<file path="src/rtl/core/mid_pkg.sv">
// Types, codes and decode tables shared by the instruction decoder.
// The interfaces, the decode logic and the top level all import this package.
package mid_pkg;

  localparam int WORD_W  = 32;
  localparam int OP_W    = 6;
  localparam int REG_W   = 5;
  localparam int FN_W    = 6;
  localparam int IMM_W   = 16;
  localparam int JT_W    = 26;
  localparam int CLASS_W = 6;

  localparam logic [REG_W-1:0] LINK_REG = 5'd31;

  localparam logic [CLASS_W-1:0] CLS_ILLEGAL = 6'd0;
  localparam logic [CLASS_W-1:0] CLS_ADD     = 6'd1;
  localparam logic [CLASS_W-1:0] CLS_ADDU    = 6'd2;
  localparam logic [CLASS_W-1:0] CLS_SUB     = 6'd3;
  localparam logic [CLASS_W-1:0] CLS_AND     = 6'd4;
  localparam logic [CLASS_W-1:0] CLS_OR      = 6'd5;
  localparam logic [CLASS_W-1:0] CLS_XOR     = 6'd6;
  localparam logic [CLASS_W-1:0] CLS_NOR     = 6'd7;
  localparam logic [CLASS_W-1:0] CLS_NAND    = 6'd8;
  localparam logic [CLASS_W-1:0] CLS_SLT     = 6'd9;
  localparam logic [CLASS_W-1:0] CLS_SLL     = 6'd10;
  localparam logic [CLASS_W-1:0] CLS_NOP     = 6'd11;
  localparam logic [CLASS_W-1:0] CLS_SRL     = 6'd12;
  localparam logic [CLASS_W-1:0] CLS_SRA     = 6'd13;
  localparam logic [CLASS_W-1:0] CLS_JR      = 6'd14;
  localparam logic [CLASS_W-1:0] CLS_MULT    = 6'd15;
  localparam logic [CLASS_W-1:0] CLS_MULTU   = 6'd16;
  localparam logic [CLASS_W-1:0] CLS_MFHI    = 6'd17;
  localparam logic [CLASS_W-1:0] CLS_MFLO    = 6'd18;
  localparam logic [CLASS_W-1:0] CLS_ADDI    = 6'd19;
  localparam logic [CLASS_W-1:0] CLS_ADDIU   = 6'd20;
  localparam logic [CLASS_W-1:0] CLS_LW      = 6'd21;
  localparam logic [CLASS_W-1:0] CLS_LH      = 6'd22;
  localparam logic [CLASS_W-1:0] CLS_LHU     = 6'd23;
  localparam logic [CLASS_W-1:0] CLS_LB      = 6'd24;
  localparam logic [CLASS_W-1:0] CLS_LBU     = 6'd25;
  localparam logic [CLASS_W-1:0] CLS_SW      = 6'd26;
  localparam logic [CLASS_W-1:0] CLS_SH      = 6'd27;
  localparam logic [CLASS_W-1:0] CLS_SB      = 6'd28;
  localparam logic [CLASS_W-1:0] CLS_LUI     = 6'd29;
  localparam logic [CLASS_W-1:0] CLS_ANDI    = 6'd30;
  localparam logic [CLASS_W-1:0] CLS_ORI     = 6'd31;
  localparam logic [CLASS_W-1:0] CLS_NORI    = 6'd32;
  localparam logic [CLASS_W-1:0] CLS_SLTI    = 6'd33;
  localparam logic [CLASS_W-1:0] CLS_BEQ     = 6'd34;
  localparam logic [CLASS_W-1:0] CLS_BNE     = 6'd35;
  localparam logic [CLASS_W-1:0] CLS_BGTZ    = 6'd36;
  localparam logic [CLASS_W-1:0] CLS_J       = 6'd37;
  localparam logic [CLASS_W-1:0] CLS_JAL     = 6'd38;
  localparam logic [CLASS_W-1:0] CLS_HALT    = 6'd39;

  localparam logic [OP_W-1:0] OP_SPECIAL = 6'h00;
  localparam logic [OP_W-1:0] OP_J       = 6'h02;
  localparam logic [OP_W-1:0] OP_JAL     = 6'h03;
  localparam logic [OP_W-1:0] OP_BEQ     = 6'h04;
  localparam logic [OP_W-1:0] OP_BNE     = 6'h05;
  localparam logic [OP_W-1:0] OP_BGTZ    = 6'h07;
  localparam logic [OP_W-1:0] OP_ADDI    = 6'h08;
  localparam logic [OP_W-1:0] OP_ADDIU   = 6'h09;
  localparam logic [OP_W-1:0] OP_SLTI    = 6'h0a;
  localparam logic [OP_W-1:0] OP_ANDI    = 6'h0c;
  localparam logic [OP_W-1:0] OP_ORI     = 6'h0d;
  localparam logic [OP_W-1:0] OP_NORI    = 6'h0e;
  localparam logic [OP_W-1:0] OP_LUI     = 6'h0f;
  localparam logic [OP_W-1:0] OP_LB      = 6'h20;
  localparam logic [OP_W-1:0] OP_LH      = 6'h21;
  localparam logic [OP_W-1:0] OP_LW      = 6'h23;
  localparam logic [OP_W-1:0] OP_LBU     = 6'h24;
  localparam logic [OP_W-1:0] OP_LHU     = 6'h25;
  localparam logic [OP_W-1:0] OP_SB      = 6'h28;
  localparam logic [OP_W-1:0] OP_SH      = 6'h29;
  localparam logic [OP_W-1:0] OP_SW      = 6'h2b;
  localparam logic [OP_W-1:0] OP_HALT    = 6'h3f;

  localparam logic [FN_W-1:0] FN_SLL   = 6'h00;
  localparam logic [FN_W-1:0] FN_SRL   = 6'h02;
  localparam logic [FN_W-1:0] FN_SRA   = 6'h03;
  localparam logic [FN_W-1:0] FN_JR    = 6'h08;
  localparam logic [FN_W-1:0] FN_MFHI  = 6'h10;
  localparam logic [FN_W-1:0] FN_MFLO  = 6'h12;
  localparam logic [FN_W-1:0] FN_MULT  = 6'h18;
  localparam logic [FN_W-1:0] FN_MULTU = 6'h19;
  localparam logic [FN_W-1:0] FN_ADD   = 6'h20;
  localparam logic [FN_W-1:0] FN_ADDU  = 6'h21;
  localparam logic [FN_W-1:0] FN_SUB   = 6'h22;
  localparam logic [FN_W-1:0] FN_AND   = 6'h24;
  localparam logic [FN_W-1:0] FN_OR    = 6'h25;
  localparam logic [FN_W-1:0] FN_XOR   = 6'h26;
  localparam logic [FN_W-1:0] FN_NOR   = 6'h27;
  localparam logic [FN_W-1:0] FN_NAND  = 6'h28;
  localparam logic [FN_W-1:0] FN_SLT   = 6'h2a;

  typedef struct packed {
    logic [CLASS_W-1:0]      inst_class;
    logic                    illegal;
    logic [REG_W-1:0]        dest_reg;
    logic [OP_W-1:0]         op_field;
    logic [REG_W-1:0]        src_reg;
    logic [REG_W-1:0]        tgt_reg;
    logic [REG_W-1:0]        rd_field;
    logic [REG_W-1:0]        shift_amount;
    logic [FN_W-1:0]         func_field;
    logic [IMM_W-1:0]        imm_raw;
    logic signed [IMM_W-1:0] imm_signed;
    logic [JT_W-1:0]         jump_target;
  } mid_result_t;

  function automatic logic [CLASS_W-1:0] rtype_class(input logic [FN_W-1:0] fn);
    logic [CLASS_W-1:0] cls;
    case (fn)
      FN_ADD:   cls = CLS_ADD;
      FN_ADDU:  cls = CLS_ADDU;
      FN_SUB:   cls = CLS_SUB;
      FN_AND:   cls = CLS_AND;
      FN_OR:    cls = CLS_OR;
      FN_XOR:   cls = CLS_XOR;
      FN_NOR:   cls = CLS_NOR;
      FN_NAND:  cls = CLS_NAND;
      FN_SLT:   cls = CLS_SLT;
      FN_SLL:   cls = CLS_SLL;
      FN_SRL:   cls = CLS_SRL;
      FN_SRA:   cls = CLS_SRA;
      FN_JR:    cls = CLS_JR;
      FN_MULT:  cls = CLS_MULT;
      FN_MULTU: cls = CLS_MULTU;
      FN_MFHI:  cls = CLS_MFHI;
      FN_MFLO:  cls = CLS_MFLO;
      default:  cls = CLS_ILLEGAL;
    endcase
    return cls;
  endfunction

  function automatic logic [CLASS_W-1:0] op_class(input logic [OP_W-1:0] op);
    logic [CLASS_W-1:0] cls;
    case (op)
      OP_ADDI:  cls = CLS_ADDI;
      OP_ADDIU: cls = CLS_ADDIU;
      OP_LW:    cls = CLS_LW;
      OP_LH:    cls = CLS_LH;
      OP_LHU:   cls = CLS_LHU;
      OP_LB:    cls = CLS_LB;
      OP_LBU:   cls = CLS_LBU;
      OP_SW:    cls = CLS_SW;
      OP_SH:    cls = CLS_SH;
      OP_SB:    cls = CLS_SB;
      OP_LUI:   cls = CLS_LUI;
      OP_ANDI:  cls = CLS_ANDI;
      OP_ORI:   cls = CLS_ORI;
      OP_NORI:  cls = CLS_NORI;
      OP_SLTI:  cls = CLS_SLTI;
      OP_BEQ:   cls = CLS_BEQ;
      OP_BNE:   cls = CLS_BNE;
      OP_BGTZ:  cls = CLS_BGTZ;
      OP_J:     cls = CLS_J;
      OP_JAL:   cls = CLS_JAL;
      OP_HALT:  cls = CLS_HALT;
      default:  cls = CLS_ILLEGAL;
    endcase
    return cls;
  endfunction

endpackage

</file>
<file path="src/rtl/core/mid_if.sv">
// Valid/ready channel interfaces for instruction words and decoded results.
// Depends on mid_pkg for the field widths.
interface mid_instr_if;
  import mid_pkg::*;
  logic              valid;
  logic              ready;
  logic [WORD_W-1:0] instr_word;
  modport source (output valid, output instr_word, input ready);
  modport sink (input valid, input instr_word, output ready);
endinterface

interface mid_dec_if;
  import mid_pkg::*;
  logic                    valid;
  logic                    ready;
  logic [CLASS_W-1:0]      inst_class;
  logic                    illegal;
  logic [REG_W-1:0]        dest_reg;
  logic [OP_W-1:0]         op_field;
  logic [REG_W-1:0]        src_reg;
  logic [REG_W-1:0]        tgt_reg;
  logic [REG_W-1:0]        rd_field;
  logic [REG_W-1:0]        shift_amount;
  logic [FN_W-1:0]         func_field;
  logic [IMM_W-1:0]        imm_raw;
  logic signed [IMM_W-1:0] imm_signed;
  logic [JT_W-1:0]         jump_target;
  modport source (output valid, output inst_class, output illegal, output dest_reg,
                  output op_field, output src_reg, output tgt_reg, output rd_field,
                  output shift_amount, output func_field, output imm_raw,
                  output imm_signed, output jump_target, input ready);
  modport sink (input valid, input inst_class, input illegal, input dest_reg,
                input op_field, input src_reg, input tgt_reg, input rd_field,
                input shift_amount, input func_field, input imm_raw,
                input imm_signed, input jump_target, output ready);
endinterface

</file>
<file path="src/rtl/core/mid_decode.sv">
// Combinational decode of one instruction word into fields, class and destination.
// Depends on mid_pkg for the codes, tables and result type.
module mid_decode (
  input  logic [mid_pkg::WORD_W-1:0] word,
  output mid_pkg::mid_result_t       result
);
  import mid_pkg::*;

  logic [OP_W-1:0]    op;
  logic [REG_W-1:0]   rt;
  logic [REG_W-1:0]   rd;
  logic [REG_W-1:0]   sh;
  logic [FN_W-1:0]    fn;
  logic [CLASS_W-1:0] cls;
  logic [REG_W-1:0]   dest;

  assign op = word[31:26];
  assign rt = word[20:16];
  assign rd = word[15:11];
  assign sh = word[10:6];
  assign fn = word[5:0];

  always_comb begin
    if (op == OP_SPECIAL) begin
      if (fn == FN_SLL && rt == '0 && rd == '0 && sh == '0) begin
        cls = CLS_NOP;
      end else begin
        cls = rtype_class(fn);
      end
    end else begin
      cls = op_class(op);
    end
  end

  always_comb begin
    case (cls)
      CLS_ADD, CLS_ADDU, CLS_SUB, CLS_AND, CLS_OR, CLS_XOR, CLS_NOR, CLS_NAND,
      CLS_SLT, CLS_SLL, CLS_NOP, CLS_SRL, CLS_SRA, CLS_MFHI, CLS_MFLO: begin
        dest = rd;
      end
      CLS_JAL: begin
        dest = LINK_REG;
      end
      default: begin
        dest = rt;
      end
    endcase
  end

  always_comb begin
    result.inst_class   = cls;
    result.illegal      = (cls == CLS_ILLEGAL);
    result.dest_reg     = dest;
    result.op_field     = op;
    result.src_reg      = word[25:21];
    result.tgt_reg      = rt;
    result.rd_field     = rd;
    result.shift_amount = sh;
    result.func_field   = fn;
    result.imm_raw      = word[15:0];
    result.imm_signed   = signed'(word[15:0]);
    result.jump_target  = word[25:0];
  end

endmodule

</file>
<file path="src/rtl/core/mips_instruction_decoder_core.sv">
// Top level of the instruction decoder: input register, decode logic, result register.
// Depends on mid_pkg, the channel interfaces in mid_if and mid_decode.
//
//   Port     Direction  Transaction
//   instr    in         one 32-bit instruction word
//   decoded  out        class, illegal flag, destination and raw fields of one word
//
// Each transaction passes through the input register and then the result register.
// A new word is accepted every cycle; the only limit is the result register.
// A stall on decoded fills the two registers and then holds instr.ready low.
// Synchronous reset empties both registers; payload registers are not reset.
module mips_instruction_decoder_core (
  input logic         clk,
  input logic         rst,
  mid_instr_if.sink   instr,
  mid_dec_if.source   decoded
);
  import mid_pkg::*;

  logic              word_valid;
  logic [WORD_W-1:0] word;
  logic              res_valid;
  mid_result_t       res;
  mid_result_t       res_next;
  logic              res_free;

  assign res_free    = !res_valid || decoded.ready;
  assign instr.ready = !word_valid || res_free;

  mid_decode u_decode (
    .word   (word),
    .result (res_next)
  );

  always_ff @(posedge clk) begin
    if (rst) begin
      word_valid <= 1'b0;
      res_valid  <= 1'b0;
    end else begin
      if (instr.ready) begin
        word_valid <= instr.valid;
      end
      if (res_free) begin
        res_valid <= word_valid;
      end
    end
  end

  always_ff @(posedge clk) begin
    if (instr.valid && instr.ready) begin
      word <= instr.instr_word;
    end
    if (res_free && word_valid) begin
      res <= res_next;
    end
  end

  assign decoded.valid        = res_valid;
  assign decoded.inst_class   = res.inst_class;
  assign decoded.illegal      = res.illegal;
  assign decoded.dest_reg     = res.dest_reg;
  assign decoded.op_field     = res.op_field;
  assign decoded.src_reg      = res.src_reg;
  assign decoded.tgt_reg      = res.tgt_reg;
  assign decoded.rd_field     = res.rd_field;
  assign decoded.shift_amount = res.shift_amount;
  assign decoded.func_field   = res.func_field;
  assign decoded.imm_raw      = res.imm_raw;
  assign decoded.imm_signed   = res.imm_signed;
  assign decoded.jump_target  = res.jump_target;

  a_illegal_class : assert property (@(posedge clk) disable iff (rst)
    res_valid |-> (res.illegal == (res.inst_class == CLS_ILLEGAL)))
    else $error("illegal flag disagrees with class");

  a_jal_link : assert property (@(posedge clk) disable iff (rst)
    (res_valid && res.inst_class == CLS_JAL) |-> (res.dest_reg == LINK_REG))
    else $error("JAL does not write the link register");

  a_fields_agree : assert property (@(posedge clk) disable iff (rst)
    res_valid |-> (res.jump_target[25:21] == res.src_reg &&
                   res.jump_target[15:0] == res.imm_raw))
    else $error("decoded fields come from different words");

  a_reset_empty : assert property (@(posedge clk)
    rst |=> (!res_valid && !word_valid))
    else $error("pipeline not empty after reset");

endmodule
</file>
<file path="src/flat_wrapper.sv">
// flat-port wrapper written by rule: the top's interface ports become plain ports
module mips_instruction_decoder_core_flat import mid_pkg::*;
  (clk, rst, instr_valid, instr_instr_word, instr_ready, decoded_valid, decoded_inst_class, decoded_illegal, decoded_dest_reg, decoded_op_field, decoded_src_reg, decoded_tgt_reg, decoded_rd_field, decoded_shift_amount, decoded_func_field, decoded_imm_raw, decoded_imm_signed, decoded_jump_target, decoded_ready);
  mid_instr_if instr_i ();
  mid_dec_if decoded_i ();
  input logic clk;
  input logic rst;
  input wire logic [$bits(instr_i.valid)-1:0] instr_valid;
  input wire logic [$bits(instr_i.instr_word)-1:0] instr_instr_word;
  output wire logic [$bits(instr_i.ready)-1:0] instr_ready;
  output wire logic [$bits(decoded_i.valid)-1:0] decoded_valid;
  output wire logic [$bits(decoded_i.inst_class)-1:0] decoded_inst_class;
  output wire logic [$bits(decoded_i.illegal)-1:0] decoded_illegal;
  output wire logic [$bits(decoded_i.dest_reg)-1:0] decoded_dest_reg;
  output wire logic [$bits(decoded_i.op_field)-1:0] decoded_op_field;
  output wire logic [$bits(decoded_i.src_reg)-1:0] decoded_src_reg;
  output wire logic [$bits(decoded_i.tgt_reg)-1:0] decoded_tgt_reg;
  output wire logic [$bits(decoded_i.rd_field)-1:0] decoded_rd_field;
  output wire logic [$bits(decoded_i.shift_amount)-1:0] decoded_shift_amount;
  output wire logic [$bits(decoded_i.func_field)-1:0] decoded_func_field;
  output wire logic [$bits(decoded_i.imm_raw)-1:0] decoded_imm_raw;
  output wire logic [$bits(decoded_i.imm_signed)-1:0] decoded_imm_signed;
  output wire logic [$bits(decoded_i.jump_target)-1:0] decoded_jump_target;
  input wire logic [$bits(decoded_i.ready)-1:0] decoded_ready;
  assign instr_i.valid = instr_valid;
  assign instr_i.instr_word = instr_instr_word;
  assign instr_ready = instr_i.ready;
  assign decoded_valid = decoded_i.valid;
  assign decoded_inst_class = decoded_i.inst_class;
  assign decoded_illegal = decoded_i.illegal;
  assign decoded_dest_reg = decoded_i.dest_reg;
  assign decoded_op_field = decoded_i.op_field;
  assign decoded_src_reg = decoded_i.src_reg;
  assign decoded_tgt_reg = decoded_i.tgt_reg;
  assign decoded_rd_field = decoded_i.rd_field;
  assign decoded_shift_amount = decoded_i.shift_amount;
  assign decoded_func_field = decoded_i.func_field;
  assign decoded_imm_raw = decoded_i.imm_raw;
  assign decoded_imm_signed = decoded_i.imm_signed;
  assign decoded_jump_target = decoded_i.jump_target;
  assign decoded_i.ready = decoded_ready;
  mips_instruction_decoder_core u_core (.clk(clk), .rst(rst), .instr(instr_i), .decoded(decoded_i));
endmodule
</file>
<file path="config.mk">
export PLATFORM = sky130hd
export DESIGN_NAME = mips_instruction_decoder_core_flat
export DESIGN_NICKNAME = d
export VERILOG_FILES = /design/src/rtl/core/mid_pkg.sv /design/src/rtl/core/mid_if.sv /design/src/rtl/core/mid_decode.sv /design/src/rtl/core/mips_instruction_decoder_core.sv /design/src/flat_wrapper.sv
export SDC_FILE = /design/constraint.sdc
export NUM_CORES = 1
export LEC_CHECK = 0
export ABC_AREA = 0
export BUFFER_PORTS_ARGS = -buffer_cell sky130_fd_sc_hd__buf_2
export CORE_MARGIN = 2
export CORE_UTILIZATION = 53
export CTS_BUF_LIST = sky130_fd_sc_hd__clkbuf_4 sky130_fd_sc_hd__clkbuf_8
export CTS_CLUSTER_DIAMETER = 40
export DETAILED_ROUTE_END_ITERATION = 10
export GPL_TIMING_DRIVEN = 0
export PLACE_DENSITY = 0.87
export SYNTH_ARGS = -nofsm -noshare
export SYNTH_HDL_FRONTEND = slang
export SYNTH_SLANG_ARGS = --single-unit
</file>
<file path="constraint.sdc">
create_clock -name clk -period 4.6 [get_ports clk]
set_input_delay 0.46 -clock clk [delete_from_list [all_inputs] [get_ports clk]]
set_output_delay 0.46 -clock clk [all_outputs]
set_load 0.01 [all_outputs]
</file>
==> metrics, run 1 <==
Nets=between 500 and 600; Initial Util=between 50% and 60%; most frequent CP cell=inv_2; Gate power share=~16%; Final period util=~70%; CTS tree=done; synth top area cells=edfxtp_1 52%, buf_4 9.8%, dfxtp_1 5.9%; Slew @ Worst Pin=slightly below 1 ns; DR vias=3517; Worst VDD drop=0.159 mV; Post-Place Cells=~620; Core Region=about 8000 sq um; IO buf count=138; Pwr Total=approximately 0.0018 W; slowest stage delay, CP=around 0.76 ns; Antenna diodes=0; Top FF cell, synth=edfxtp_1; Iter 0 DRT Violations=194; first-pass GRT wire length=15800 microns; multi-input logic area=~1300 sq um; worst-skew pair later-pin latency=roughly 0.36 ns; crit path kind=reg2reg; Worst Skew=0.0156 ns; routability cong.=0.831; Pleak=roughly 2.3 nW; DIE AREA=approximately 9100 sq um; post-synth top area share=about half; placed instance area=between 5000 and 6000 sq um; Routed Antenna Nets=0; Mapped Nets=a little over 400; syn_area_per_cell=11.8 sq um; Crit path buffers/inverters=4; HP Class=in2reg; startpoint types=register; CP Cell Sequence=and3b_1 > inv_2 > nand2_4 > inv_2 > buf_2 > mux2i_1 > inv_1 > ha_1 > nand3b_1 > mux2_2 > o32ai_1; switching share of power=26.6%; Top delay family on crit path=buffers and inverters; status=finished, final reports clean; DRC viols=0; initial antenna violation count=0; CP max FO=a little over 40; vias per cell=5.55; clock share of power=slightly below 30%; row count=33; Post-synth EDFFs=76; fill cell count=between 600 and 700; Synth Cell Area=4430 sq um; cell count after synthesis=roughly 380; max-cap violations=0; CTS Buf Count=9; most frequent cell after synthesis=edfxtp_1; Place WS=~1.2 ns; Netlist cell types=60; Slew Limit Fails=0; Yosys reg bits=89; Util after Layout=67.0%; Hold Fails Final Rpt=0; design area=approximately 5500 sq um; RSZ-0062 raised after global routing=no; post-CTS resize count=0; cts hold-fix bufs=0; Yosys top cell by area=edfxtp_1; root buf cell=clkbuf_8; Internal Power=0.00132 W; yosys warns=0; FF+latch area=~2500 sq um; Post-DP HPWL=between 7000 and 8000 microns; crit path DAT=around 3.5 ns; clk sinks=roughly 90; Crit path required time=around 4.9 ns; H-tree levels=3; Syn-to-layout area delta=23.8%; clock buffer depth=2; pin count of the biggest net entering global routing=42; Power Density=328 nW/um^2; Commonest cells post-synth=76 x edfxtp_1, 58 x buf_4, 18 x nand2_1, 18 x nand3_1, 18 x nor2_1; Reg clk slew, reported paths=around 0.10 ns; post-synthesis async set-or-reset flop share=0%; share of layout cells above drive strength 1=a little over two fifths; WL per Instance=around 17 microns; Slew HR=between 30 and 40%; Detailed Route WL=around 11000 microns; sw power=between 0.0004 and 0.0005 W; die height=95.4 microns; Period minus WS final=roughly 3.2 ns; total grt overflow=0; router iterations before antenna repair=5; worst setup margin=around 1.4 ns; Non-Filler Instances=roughly 630; IO Pins=140; CP Capture Type=register; GRT Util Overall=22.9%; Chip Width=~95 microns; Fmax=between 300 and 400 MHz; vias in the first global route=between 3000 and 4000; Post CTS Setup Buffer Count=0; sequential area share after synthesis=around 57%; Max stage delay cell, worst path=buf_2; Reg power frac=between 50 and 60%; final setup fails=0
## final cells by class
cell class	count	share of cell area [%]
Buffer	70	9.02
Clock buffer	9	2.26
Clock inverter	6	1.23
Inverter	16	1.10
Multi-Input combinational cell	200	24.5
Sequential cell	89	46.4
Tap cell	105	2.40
Timing Repair Buffer	139	13.1
## power groups by stage
| stage | clock network, W | logic (W) | registers (W) |
|---|---|---|---|
| 6_report | 0.000534 | 0.000292 | 0.000971 |
| 5_1_grt | 0.000571 | 0.000317 | 0.000977 |
| 3_3_place_gp | 0 | 0.000279 | 0.000989 |
| 2_1_floorplan | 0 | 0.000176 | 0.000992 |
| 4_1_cts | 0.000539 | 0.000290 | 0.000971 |
| 3_5_place_dp | 0 | 0.000288 | 0.000989 |
## through the flow
| step | setup TNS, ns | hold slack [ns] |
|---|---|---|
| 6_report | 0 | 0.255 |
| 2_1_floorplan | 0 | 0.400 |
| 4_1_cts | 0 | 0.247 |
| 3_5_place_dp | 0 | 0.410 |
| 3_3_place_gp | -45.09 | 0.402 |
| 5_1_grt | 0 | 0.250 |
## cells by family (layout without fill, tap and decap cells)
group	count (synthesis)	count (layout)	synth area share, %
AND/OR/NAND/NOR	103	103	12.7
flip-flops	89	89	57.4
buffers and inverters	86	240	12.5
AO/OA/AOI/OAI	77	77	12.4
multiplexers	16	16	3.79
adder cells (fa/ha/maj)	4	4	1.13
## layer usage
metal | share of wire [%] | GRT usage, %
met5 | 0 | 0
met3 | 8.4 | 3.95
met2 | 51 | 40.8
met4 | 2.2 | 9.17
met1 | 39 | 27.6
## path summary, 6_finish.rpt
| path | to | cells past startpoint | from | slack, ns |
|---|---|---|---|---|
| max reg2reg | register | 11 | u_core.decoded.valid$_SDFFE_PP0P_ | 1.37 |
| max | register | 11 | u_core.decoded.valid$_SDFFE_PP0P_ | 1.37 |
| min reg2reg | u_core.decoded.jump_target[24]$_DFFE_PP_ | 0 | u_core.word[24]$_DFFE_PP_ | 0.43 |
| min | u_core.word_valid$_SDFFE_PP0N_ | 2 | rst | 0.26 |
## placed cells by master, fill, tap and decap left out, types with 3 or more instances in the layout
master / n
ha_1: 4
o2111a_1: 3
buf_2: 143
nor2_1: 18
and3_1: 5
a31oi_1: 5
nor4_1: 7
a22o_1: 3
clkbuf_1: 5
mux2_2: 3
nand2b_1: 5
nor2b_1: 3
a22oi_1: 3
nand3_1: 18
o21ai_0: 17
o211ai_1: 3
nand2_1: 18
and2_1: 4
a21oi_1: 12
clkbuf_8: 9
nor3_1: 5
edfxtp_1: 76
a211oi_1: 4
nor3b_1: 4
inv_1: 14
a221oi_1: 6
buf_4: 58
mux2i_1: 12
dfxtp_1: 13
nand4_1: 4
Note: power is estimated with default switching activity, not from simulation.
==> run 2, diff against run 1 <==
clock period = 3 ns   (was 4.6 ns; I/O delays follow)
==> run 2 against run 1 <==
Power increased by 50%. Cell area decreased by 0.21%. First-iteration DRC count increased by 23%. Largest cell class unchanged.
==> metrics, run 2 (synthesis gave the netlist of run 1 again) <==
status=finished, final reports clean; DIE AREA=9100 sq um (unchanged); Pwr Total=0.00269 W (+50%); Slew HR=51.2% (+15 points); Initial Util=54.2% (unchanged); IO Pins=140 (unchanged); IO buf count=138 (unchanged); cts hold-fix bufs=0 (unchanged); Power Density=492 nW/um^2 (+50%); DRC viols=0 (unchanged); Post CTS Setup Buffer Count=0 (unchanged); Core Region=8180 sq um (unchanged); Nets=565 (unchanged); first-pass GRT wire length=15900 microns (+0.96%); Hold Fails Final Rpt=0 (unchanged); Routed Antenna Nets=0 (unchanged); Final period util=90.7% (+20 points); Syn-to-layout area delta=23.5%; root buf cell=clkbuf_8; CP Cell Sequence=and3b_1 > inv_2 > nand2_4 > inv_2 > buf_6 > mux2i_1 > inv_1 > ha_1 > nand3b_1 > mux2_2 > o32ai_1; Slew @ Worst Pin=0.724 ns (-0.238 ns); initial antenna violation count=0 (unchanged); slowest stage delay, CP=0.36 ns (-0.40 ns); GRT Util Overall=23.0% (+0.084 points); DR vias=3510 (-0.20%); worst setup margin=0.280 ns (-1.09 ns); Detailed Route WL=10500 microns (-0.16%); fill cell count=644 (+2.4%); CTS Buf Count=9 (unchanged); CP Capture Type=register; design area=5470 sq um (-0.21%); worst-skew pair later-pin latency=0.36 ns (about the same); Worst Skew=0.00761 ns (-0.00803 ns); pin count of the biggest net entering global routing=42 (unchanged); placed instance area=5280 sq um (-0.14%); crit path kind=reg2reg; WL per Instance=16.5 microns (-0.32%); router iterations before antenna repair=7 (+2); Slew Limit Fails=0 (unchanged); Hold WS=0.102 ns (-0.154 ns); most frequent cells in the layout=142 x buf_2, 76 x edfxtp_1, 58 x buf_4; Reg clk slew, reported paths=0.09 ns (about the same); final setup fails=0 (unchanged); most frequent CP cell=inv_2; HP Class=in2reg; H-tree levels=3 (unchanged); Post-DP HPWL=7800 microns (+0.15%); RSZ-0062 raised after global routing=no; startpoint types=register; vias per cell=5.53 (-0.36%); Worst VDD drop=0.220 mV (+38%); CTS tree=done; vias in the first global route=3275 (-1.7%); Period minus WS final=2.72 ns (-0.513 ns); row count=33 (unchanged); Chip Width=95.4 microns (unchanged); Crit path buffers/inverters=4 (unchanged); commonest non-fill, non-tap cell in the layout=buf_2; Top delay family on crit path=buffers and inverters; total grt overflow=0 (unchanged); Pleak=2.33 nW (-0.27%); Max stage delay cell, worst path=dfxtp_1; CP max FO=41 (unchanged); Iter 0 DRT Violations=239 (+23%); Antenna diodes=0 (unchanged); die height=95.4 microns (unchanged); worst flop-to-flop path startpoint=u_core.decoded.valid$_SDFFE_PP0P_; routability cong.=0.861 (+3.6%); clock buffer depth=2 (unchanged); R2R Setup Slk=0.28 ns (-1.09 ns); Crit path required time=3.27 ns (-1.59 ns); crit path DAT=2.99 ns (-0.50 ns); max-cap violations=0 (unchanged); Fmax=368 MHz (+19%); share of layout cells above drive strength 1=44.0% (+0.11 points); Reg2Reg Depth=11 (unchanged); Critical path origin=u_core.decoded.valid$_SDFFE_PP0P_; Stages on worst setup path=11 (unchanged); clk sinks=89 (unchanged); Place WS=-0.161 ns (-1.37 ns)
run 2: cell count changes in the layout (fill, tap and decap cells not counted), sizes merged:
cell | before | now
clkinv | 1 | 2
clkbuf | 14 | 15
bufinv | 1 | 0
run 2: metrics by stage:
stage | std cells | util, % | setup TNS (ns)
after global routing | 635 | 66.9 | 0
final | 635 | 66.9 | 0
after CTS | 635 | 66.9 | 0
after detailed placement | 619 | 64.6 | -0.161
after floorplan | 375 | - | 0
after global placement | 618 | 64.2 | -39.54
run 2: layout make-up:
class	count	area, sq um	share of cell area (%)
plain buffers	70	500	9.15
clock buffers	10	131	2.40
clock inverters	6	50.0	0.915
inverters	16	60.1	1.10
multi-input cells	200	1340	24.5
flip-flops and latches	89	2540	46.5
well taps	105	131	2.40
repair buffers	139	711	13.0
run 2: where the power goes:
group	internal [W]	switching (W)
Combinational	0.000204	0.000243
Sequential	0.00143	0.0000556
Clock	0.000319	0.000439
run 2: routing by layer:
metal	wire, microns	global-route usage [%]	up-vias
met1	4180	27.8	1654
met3	891	4.35	15
met4	157	7.86	0
met2	5270	41.3	184
met5	0	0	-
li1	-	-	1657
run 2: how the worst min path moves through the flow:
stage | start | end | slack [ns] | cells after the start
2_1_floorplan | rst | u_core.word_valid$_SDFFE_PP0N_ | 0.37 | 1
3_3_place_gp | u_core.word[24]$_DFFE_PP_ | u_core.decoded.jump_target[24]$_DFFE_PP_ | 0.40 | 0
3_5_place_dp | u_core.word[22]$_DFFE_PP_ | u_core.decoded.jump_target[22]$_DFFE_PP_ | 0.41 | 0
4_1_cts | rst | u_core.decoded.valid$_SDFFE_PP0P_ | 0.09 | 2
5_1_grt | rst | u_core.decoded.valid$_SDFFE_PP0P_ | 0.09 | 2
6_report | rst | u_core.decoded.valid$_SDFFE_PP0P_ | 0.10 | 2
run 2: repair_timing:
item,in CTS,in global routing
gates resized for setup,1,1
hold endpoints to repair,0,0
endpoints found under the setup margin,1,1
run 2: worst reg2reg max path: stages (launching register included):
cell,delay [ns]
dfxtp_1,0.36
and3b_1,0.24
inv_2,0.16
nand2_4,0.13
inv_2,0.12
buf_6,0.36
mux2i_1,0.35
inv_1,0.13
ha_1,0.23
nand3b_1,0.16
mux2_2,0.28
o32ai_1,0.12
